`src/hdl/tdma_pkg.sv`:
```
// Shared types and constants of the time-of-day moving average core.
`default_nettype none
package tdma_pkg;

    localparam int HOURS_W   = 5;
    localparam int MINUTES_W = 6;
    localparam int SECONDS_W = 6;
    localparam int STAMP_W   = 17;
    localparam int WIN_W     = 7;
    // A window holds at most 127 stamps of at most 115443 each.
    localparam int SUM_W     = STAMP_W + WIN_W;
    localparam int S_DATA_W  = 24;
    localparam int M_DATA_W  = 24;

    localparam logic [STAMP_W-1:0] HOUR_SECS = 17'd3600;
    localparam logic [STAMP_W-1:0] MIN_SECS  = 17'd60;

    // Sequencer states.
    localparam int ST_W = 2;
    localparam logic [ST_W-1:0] ST_IDLE = 2'd0;
    localparam logic [ST_W-1:0] ST_UPD  = 2'd1;
    localparam logic [ST_W-1:0] ST_DIV  = 2'd2;
    localparam logic [ST_W-1:0] ST_OUT  = 2'd3;

    typedef logic [STAMP_W-1:0] stamp_t;
    typedef logic [SUM_W-1:0]   sum_t;
    typedef logic [WIN_W-1:0]   win_t;

    typedef struct packed {
        logic busy;
        logic done;
    } div_status_t;

endpackage
`default_nettype wire

```
`src/hdl/tdma_ring.sv`:
```
// Sample ring memory: one write port, one read port with registered data.
`default_nettype none
module tdma_ring #(
    parameter int DEPTH  = 64,
    parameter int ADDR_W = 6
) (
    input  wire logic                           aclk,
    input  wire logic                           rd_en,
    input  wire logic [ADDR_W-1:0]              rd_addr,
    output logic      [tdma_pkg::STAMP_W-1:0]   rd_data,
    input  wire logic                           wr_en,
    input  wire logic [ADDR_W-1:0]              wr_addr,
    input  wire logic [tdma_pkg::STAMP_W-1:0]   wr_data
);
    import tdma_pkg::*;

    stamp_t mem [0:DEPTH-1];
    stamp_t rd_data_reg;

    always_ff @(posedge aclk) begin
        if (wr_en) begin
            mem[wr_addr] <= wr_data;
        end
        if (rd_en) begin
            rd_data_reg <= mem[rd_addr];
        end
    end

    assign rd_data = rd_data_reg;

endmodule
`default_nettype wire

```
`src/hdl/tdma_div.sv`:
```
// Restoring divider: one quotient bit per cycle, window sum by window length.
`default_nettype none
module tdma_div (
    input  wire logic                         aclk,
    input  wire logic                         aresetn,
    input  wire logic                         start,
    input  wire logic [tdma_pkg::SUM_W-1:0]   dividend,
    input  wire logic [tdma_pkg::WIN_W-1:0]   divisor,
    output tdma_pkg::div_status_t             status,
    output logic      [tdma_pkg::STAMP_W-1:0] quotient
);
    import tdma_pkg::*;

    localparam int CNT_W = $clog2(SUM_W + 1);

    logic             busy_reg, busy_next;
    logic             done_reg, done_next;
    logic [CNT_W-1:0] cnt_reg, cnt_next;
    sum_t             dvd_reg, dvd_next;
    win_t             rem_reg, rem_next;
    win_t             dsr_reg, dsr_next;
    logic [WIN_W:0]   rem_sh;
    logic             ge;

    always_comb begin
        rem_sh    = {rem_reg, dvd_reg[SUM_W-1]};
        ge        = (rem_sh >= {1'b0, dsr_reg});
        busy_next = busy_reg;
        done_next = 1'b0;
        cnt_next  = cnt_reg;
        dvd_next  = dvd_reg;
        rem_next  = rem_reg;
        dsr_next  = dsr_reg;
        if (start) begin
            busy_next = 1'b1;
            cnt_next  = CNT_W'(SUM_W);
            dvd_next  = dividend;
            rem_next  = '0;
            dsr_next  = divisor;
        end else if (busy_reg) begin
            // shift in the next dividend bit, subtract where it fits
            rem_next = ge ? WIN_W'(rem_sh - {1'b0, dsr_reg}) : WIN_W'(rem_sh);
            dvd_next = {dvd_reg[SUM_W-2:0], ge};
            cnt_next = cnt_reg - 1'b1;
            if (cnt_reg == CNT_W'(1)) begin
                busy_next = 1'b0;
                done_next = 1'b1;
            end
        end
    end

    always_ff @(posedge aclk) begin
        if (!aresetn) begin
            busy_reg <= 1'b0;
            done_reg <= 1'b0;
            cnt_reg  <= '0;
        end else begin
            busy_reg <= busy_next;
            done_reg <= done_next;
            cnt_reg  <= cnt_next;
        end
        dvd_reg <= dvd_next;
        rem_reg <= rem_next;
        dsr_reg <= dsr_next;
    end

    assign status.busy = busy_reg;
    assign status.done = done_reg;
    // the average never exceeds the largest stamp
    assign quotient    = dvd_reg[STAMP_W-1:0];

endmodule
`default_nettype wire

```
`src/hdl/time_of_day_moving_average_core.sv`:
```
// Top level of the time-of-day boxcar moving average core.
//
//  channel   | direction | handshake          | content
//  ----------+-----------+--------------------+------------------------------------
//  s_        | in        | s_tvalid/s_tready  | time stamp, tuser = first of sequence
//  m_        | out       | m_tvalid/m_tready  | floor average, seconds since midnight
//  cfg_      | in        | cfg_wr_en          | window length, no read-back
//
// An item that yields a result passes from acceptance to the output register
// through the ring read of its slot, the update of sum and ring, and the
// bit-serial divider, which works through the window sum bit by bit.
// An item that yields no result frees the input after the update of sum and ring.
// Reset (aresetn low, synchronous) clears sum, fill count, pointer and the
// window length to 1. The ring needs no clearing: a slot's data is used only once
// written. A stall on m_ holds the finished average in the divider and stops
// further input until the output register frees up.
`default_nettype none
module time_of_day_moving_average_core #(
    parameter int MAX_WINDOW = 64
) (
    input  wire logic                             aclk,
    input  wire logic                             aresetn,
    // configuration
    input  wire logic                             cfg_wr_en,
    input  wire logic [tdma_pkg::WIN_W-1:0]       cfg_wr_data,   // window_len
    // input stream
    input  wire logic                             s_tvalid,
    output logic                                  s_tready,
    input  wire logic [tdma_pkg::S_DATA_W-1:0]    s_tdata,   // hours, minutes, seconds
    input  wire logic                             s_tuser,   // first_of_sequence
    // result stream
    output logic                                  m_tvalid,
    input  wire logic                             m_tready,
    output logic      [tdma_pkg::M_DATA_W-1:0]    m_tdata    // average_seconds
);
    import tdma_pkg::*;

    localparam int PTR_W = (MAX_WINDOW > 1) ? $clog2(MAX_WINDOW) : 1;
    localparam int CMP_W = (PTR_W > WIN_W) ? PTR_W : WIN_W;
    localparam int W_TOP = (MAX_WINDOW > 127) ? 127 : MAX_WINDOW;

    // ---------------------------------------------------------------
    // State
    // ---------------------------------------------------------------
    logic [ST_W-1:0]  state_reg, state_next;
    win_t             window_len_reg, window_len_next;
    sum_t             sum_reg, sum_next;
    win_t             fill_reg, fill_next;
    logic [PTR_W-1:0] ptr_reg, ptr_next;
    stamp_t           v_reg, v_next;
    logic [PTR_W-1:0] slot_reg, slot_next;
    logic             evict_reg, evict_next;
    logic             emit_reg, emit_next;
    logic             m_tvalid_reg, m_tvalid_next;
    stamp_t           m_data_reg, m_data_next;

    // ---------------------------------------------------------------
    // Input decode and combinational helpers
    // ---------------------------------------------------------------
    logic [HOURS_W-1:0]   in_hours;
    logic [MINUTES_W-1:0] in_minutes;
    logic [SECONDS_W-1:0] in_seconds;
    stamp_t               stamp;
    win_t                 w_eff;
    logic                 accept;
    win_t                 base_fill;
    logic [PTR_W-1:0]     base_ptr;
    logic [PTR_W-1:0]     slot;
    logic                 evict;
    win_t                 fill_upd;
    logic                 out_free;

    stamp_t               ring_rd_data;
    logic                 ring_wr_en;
    logic                 div_start;
    div_status_t          div_st;
    stamp_t               div_q;

    assign in_hours   = s_tdata[HOURS_W-1:0];
    assign in_minutes = s_tdata[HOURS_W+MINUTES_W-1:HOURS_W];
    assign in_seconds = s_tdata[HOURS_W+MINUTES_W+SECONDS_W-1:HOURS_W+MINUTES_W];

    // seconds since midnight; out-of-range fields still fit in 17 bits
    assign stamp = STAMP_W'(STAMP_W'(in_hours) * HOUR_SECS
                          + STAMP_W'(in_minutes) * MIN_SECS
                          + STAMP_W'(in_seconds));

    // clamp the window length to 1..MAX_WINDOW, and to at most 127
    always_comb begin
        if (window_len_reg == '0) begin
            w_eff = WIN_W'(1);
        end else if (window_len_reg > WIN_W'(W_TOP)) begin
            w_eff = WIN_W'(W_TOP);
        end else begin
            w_eff = window_len_reg;
        end
    end

    // hold off input during a register write so no item is dropped
    assign s_tready = (state_reg == ST_IDLE) && !cfg_wr_en;
    assign accept   = s_tvalid && s_tready;
    assign out_free = !m_tvalid_reg || m_tready;

    // a first-of-sequence stamp starts from an empty window
    assign base_fill = s_tuser ? '0 : fill_reg;
    assign base_ptr  = s_tuser ? '0 : ptr_reg;
    assign slot      = (CMP_W'(base_ptr) >= CMP_W'(w_eff)) ? '0 : base_ptr;
    assign evict     = (base_fill >= w_eff);
    assign fill_upd  = evict ? w_eff : WIN_W'(base_fill + 1'b1);

    // ---------------------------------------------------------------
    // Sequencer
    // ---------------------------------------------------------------
    always_comb begin
        state_next      = state_reg;
        window_len_next = window_len_reg;
        sum_next        = sum_reg;
        fill_next       = fill_reg;
        ptr_next        = ptr_reg;
        v_next          = v_reg;
        slot_next       = slot_reg;
        evict_next      = evict_reg;
        emit_next       = emit_reg;
        m_tvalid_next   = m_tvalid_reg;
        m_data_next     = m_data_reg;
        ring_wr_en      = 1'b0;
        div_start       = 1'b0;

        // drop the result once taken
        if (m_tvalid_reg && m_tready) begin
            m_tvalid_next = 1'b0;
        end

        case (state_reg)
            ST_IDLE: begin
                if (cfg_wr_en) begin
                    // a new window length starts a fresh sequence
                    window_len_next = cfg_wr_data;
                    sum_next        = '0;
                    fill_next       = '0;
                    ptr_next        = '0;
                end else if (accept) begin
                    // ring read of the slot goes out this cycle
                    v_next     = stamp;
                    slot_next  = slot;
                    evict_next = evict;
                    emit_next  = (fill_upd == w_eff);
                    fill_next  = fill_upd;
                    ptr_next   = (CMP_W'(slot) + CMP_W'(1) >= CMP_W'(w_eff))
                               ? '0 : PTR_W'(slot + 1'b1);
                    if (s_tuser) begin
                        sum_next = '0;
                    end
                    state_next = ST_UPD;
                end
            end
            ST_UPD: begin
                // retire the oldest stamp once the window is full, add the new one, write it back
                sum_next   = sum_reg - (evict_reg ? SUM_W'(ring_rd_data) : '0)
                           + SUM_W'(v_reg);
                ring_wr_en = 1'b1;
                if (emit_reg) begin
                    div_start  = 1'b1;
                    state_next = ST_DIV;
                end else begin
                    state_next = ST_IDLE;
                end
            end
            ST_DIV: begin
                if (div_st.done) begin
                    state_next = ST_OUT;
                end
            end
            ST_OUT: begin
                // hold the quotient until the output register frees up
                if (out_free) begin
                    m_tvalid_next = 1'b1;
                    m_data_next   = div_q;
                    state_next    = ST_IDLE;
                end
            end
            default: begin
                state_next = ST_IDLE;
            end
        endcase
    end

    always_ff @(posedge aclk) begin
        if (!aresetn) begin
            state_reg      <= ST_IDLE;
            window_len_reg <= WIN_W'(1);
            sum_reg        <= '0;
            fill_reg       <= '0;
            ptr_reg        <= '0;
            evict_reg      <= 1'b0;
            emit_reg       <= 1'b0;
            m_tvalid_reg   <= 1'b0;
        end else begin
            state_reg      <= state_next;
            window_len_reg <= window_len_next;
            sum_reg        <= sum_next;
            fill_reg       <= fill_next;
            ptr_reg        <= ptr_next;
            evict_reg      <= evict_next;
            emit_reg       <= emit_next;
            m_tvalid_reg   <= m_tvalid_next;
        end
        v_reg      <= v_next;
        slot_reg   <= slot_next;
        m_data_reg <= m_data_next;
    end

    // ---------------------------------------------------------------
    // Ring memory and divider
    // ---------------------------------------------------------------
    tdma_ring #(
        .DEPTH  (MAX_WINDOW),
        .ADDR_W (PTR_W)
    ) u_ring (
        .aclk    (aclk),
        .rd_en   (accept && !cfg_wr_en),
        .rd_addr (slot),
        .rd_data (ring_rd_data),
        .wr_en   (ring_wr_en),
        .wr_addr (slot_reg),
        .wr_data (v_reg)
    );

    tdma_div u_div (
        .aclk     (aclk),
        .aresetn  (aresetn),
        .start    (div_start),
        .dividend (sum_next),
        .divisor  (w_eff),
        .status   (div_st),
        .quotient (div_q)
    );

    assign m_tvalid = m_tvalid_reg;
    assign m_tdata  = M_DATA_W'(m_data_reg);

    // ---------------------------------------------------------------
    // Assertions
    // ---------------------------------------------------------------
    a_fill_within_window: assert property (@(posedge aclk) disable iff (!aresetn)
        fill_reg <= w_eff)
        else $error("fill count exceeds window length");

    a_ptr_within_window: assert property (@(posedge aclk) disable iff (!aresetn)
        (state_reg == ST_IDLE) |-> (CMP_W'(ptr_reg) < CMP_W'(w_eff)))
        else $error("write pointer outside window");

    a_div_start_idle: assert property (@(posedge aclk) disable iff (!aresetn)
        div_start |-> !div_st.busy)
        else $error("divider restarted while busy");

    a_div_done_owned: assert property (@(posedge aclk) disable iff (!aresetn)
        div_st.done |-> (state_reg == ST_DIV))
        else $error("quotient finished outside divide state");

endmodule
`default_nettype wire
```
`config.mk`:
```
export PLATFORM = sky130hd
export DESIGN_NAME = time_of_day_moving_average_core
export DESIGN_NICKNAME = d
export VERILOG_FILES = /design/src/hdl/tdma_pkg.sv /design/src/hdl/tdma_ring.sv /design/src/hdl/tdma_div.sv /design/src/hdl/time_of_day_moving_average_core.sv
export SDC_FILE = /design/constraint.sdc
export NUM_CORES = 2
export LEC_CHECK = 0
export BUFFER_PORTS_ARGS = -buffer_cell sky130_fd_sc_hd__clkbuf_2
export CELL_PAD_IN_SITES_DETAIL_PLACEMENT = 1
export CELL_PAD_IN_SITES_GLOBAL_PLACEMENT = 2
export CORE_MARGIN = 3
export CORE_UTILIZATION = 45
export CTS_BUF_LIST = sky130_fd_sc_hd__clkbuf_2
export DETAILED_ROUTE_END_ITERATION = 16
export PLACE_DENSITY = 0.9
export SLEW_MARGIN = 20
export SYNTH_ARGS = -nofsm -noshare
export SYNTH_HDL_FRONTEND = slang
export SYNTH_SLANG_ARGS = --single-unit
```
`constraint.sdc`:
```
create_clock -name aclk -period 13.9 [get_ports aclk]
set_input_delay 0.695 -clock aclk [delete_from_list [all_inputs] [get_ports aclk]]
set_output_delay 0.695 -clock aclk [all_outputs]
set_load 0.005 [all_outputs]
```
==> flow_summary.ini <==
[status]
outcome = finished clean

[flow_run]
cap_viol_max_count = 0

[cells_and_area]
nFillCells = 11700
area_growth_syn_to_layout_pct = 10.6
final_cells = 5804
largest_reg_flops = 1088
utilization_pct = 50.5
drive_gt1_share_pct = 17.6
multiInputGateArea_mm2 = 0.0146
seqCellArea_mm2 = 0.0366
final_nets = 4280

[power]
seq_power_share_pct = 54.6
ir_worst_vdd_mv = 0.0843
p_sw_share_pct = 29.5
powerDensity_mw_per_mm2 = 138
power_switching_mw = 2.37
intPower_mw = 5.66
p_leak_nw = 20.8
p_comb_share_pct = 15.8
clkPwrFrac_pct = 29.6

[timing]
hold_violations = 0
min_period_ns = 6.71
period_share_pct = 48.3
tns_ns = 0
hold_ws_ns = 0.343
max_freq_mhz = 149
timing.final.max_slew_violations = 0
relSlewSlack_pct = 19.9
fin_worst_skew_ns = 0.151
setup_violations = 0
rsz0062_at_grt = no
worst_pin_slew_ns = 1.19

[die]
core_mm2 = 0.115
die_x_um = 348
io_pins = 63
num_rows = 124
start_util_pct = 45.7
die_area_mm2 = 0.121
die_h_um = 348

[worst_hold_path]
hp-class = in2reg
min_path_cells = 4

[synth]
ys_warn_count = 0
synth_edf_count = 1176
synth_most_common_cell = edfxtp_1
synthFlopType = edfxtp_1
ys_seq_area_share_pct = 69.6
ys_ff_latch = 1239
syn_area_per_cell_um2 = 14.1
syn_inst = 3734
synth_area_leader_cell = edfxtp_1
syn_area_mm2 = 0.0526
synth_commonest_cells = edfxtp_1, nand2_1, nor2_1
yosysUniqueCellTypes = 83
synthArstFlopShare_pct = 0
synth_area_leaders = edfxtp_1, nand2_1, mux4_2
synth_top_area_share_pct = 67.2

[grt]
grt_first_pass_wirelength_um = 246000
grtUsageTotal_pct = 27.6
antenna_found_initial = 12
gr-total-overflow = 0
grt_max_degree = 133
grt_pass1_vias = 37700

[critical_path]
crit_family = buffers and inverters
start_kind = input port
end_kind = flip-flop
crit_fanout = 56
cp_num_cells = 14
worstPathCellList = dlygate4sd3_1, clkbuf_2, nand2b_1, inv_1, ha_1, a211o_1, o221ai_4, nand3_2, inv_2, buf_4, nand2_1, o32ai_1, o21ai_1, a22oi_1
reg2regPathDepth = 12
path_buf_inv = 5
cp_slowest_cell = buf_4
crit_type = in2reg
crit_arrival_ns = 8.07
critPathMaxStageDelay_ns = 0.85
critPathRequiredTime_ns = 15.27

[clock_tree]
cts_resized = 0
root_buffer = clkbuf_2
cts_tree = yes
clock_sinks = 1239
cts_inserted_buffers = 322
post_cts_buffers = 0
clk_latency_ns = 1.59
clkTransAtPathRegs_ns = 0.09
hold_buffers = 66
htreeDepth = 5
clk_path_buf_depth = 4

[drt]
drtAntennaViolNets = 0
drt-total-wl_um = 169000
dr_total_vias = 35800
route.detailed.drc = 0
routed_via_density = 6.16
dr.pass1.iters = 5
routedWlPerCell_um = 29.0
drt_iter0_markers = 4621

[placement]
hpwl_um = 101000
gp_congestion = 0.902
post-place-cells = 5229
port-buffer-count = 48
[power groups by stage]
stage / logic [mW] / clock network (mW) / registers (mW)
6_report: 1.27 / 2.38 / 4.38
5_1_grt: 1.39 / 2.60 / 4.39
4_1_cts: 1.23 / 2.42 / 4.39
3_5_place_dp: 1.16 / 0 / 4.47
3_3_place_gp: 1.11 / 0 / 4.47
2_1_floorplan: 0.641 / 0 / 4.55
[worst paths after layout]
check                         from                 end  slack [ns]
setup / recovery           s_tuser  u_ring.rd_data[10]        7.19
hold / removal             aresetn          ptr_reg[0]        0.34
setup reg to reg        ptr_reg[3]  u_ring.rd_data[10]        7.26
hold reg to reg   u_div.dvd_reg[3]       m_data_reg[3]        0.42
[layout by cell type (no fill, tap or decap), types with 12 or more instances in the layout]
cell type      count
edfxtp_1        1176
clkbuf_2         499
nand2_1          424
nor2_1           224
o21ai_0          174
a21oi_1          158
buf_4            143
inv_1            136
nand3_1          115
mux2i_1          109
ha_1             102
dlygate4sd3_1     66
dfxtp_1           63
a31oi_1           62
mux4_2            59
nor3_1            48
a211oi_1          45
o22ai_1           44
xnor2_1           43
a22oi_1           43
nor2b_1           42
clkinv_1          39
o221ai_1          37
fa_1              33
o211ai_1          28
a21o_1            27
and2_1            25
nand2b_1          22
a221oi_1          20
xor2_1            18
o21ai_1           17
a21boi_0          16
a32oi_1           13
o21a_1            12
a211o_1           12
[per-layer routing]
metal  track usage (%)  wire length (µm)  vias up
met2              43.8             79200     2215
met3              6.59             18400      446
met1              35.0             62400    18100
met4              15.4              8500        6
met5                 0                41        -
li1                  -                 -    15000
[per-stage QoR]
stage	worst slack, ns	instance area [µm²]	total power, mW
after detailed placement	6.53	54900	5.64
after floorplan	8.16	52600	5.19
after global routing	7.23	58100	8.37
after global placement	6.65	54900	5.58
final	7.19	58100	8.03
after CTS	7.49	58100	8.04
[kinds of logic (layout without fill, tap and decap cells)]
logic type	after synthesis	count (layout)	share of synthesized area, %
simple gates	973	973	8.19
mux	177	177	4.80
compound gates	790	790	9.82
xor+xnor	61	61	1.02
other cells	1	13	0.00714
fa+ha+maj	135	135	3.69
flops	1239	1239	69.6
buf+inv	358	904	2.89
[tightest hold or removal path, delay by kind of cell]
kind | cells | cell delay, ns
buffers and inverters | 3 | 0.94
and+or+nand+nor | 1 | 0.20
[cell type report]
type | count | area share, %
Sequential cell | 1239 | 62.9
Inverter | 143 | 0.936
Tap cell | 1512 | 3.25
Multi-Input combinational cell | 2143 | 25.0
Timing Repair Buffer | 259 | 3.46
Antenna cell | 6 | 0.0258
Clock buffer | 451 | 3.88
Clock inverter | 51 | 0.478
Note: power is estimated with default switching activity, not from simulation.
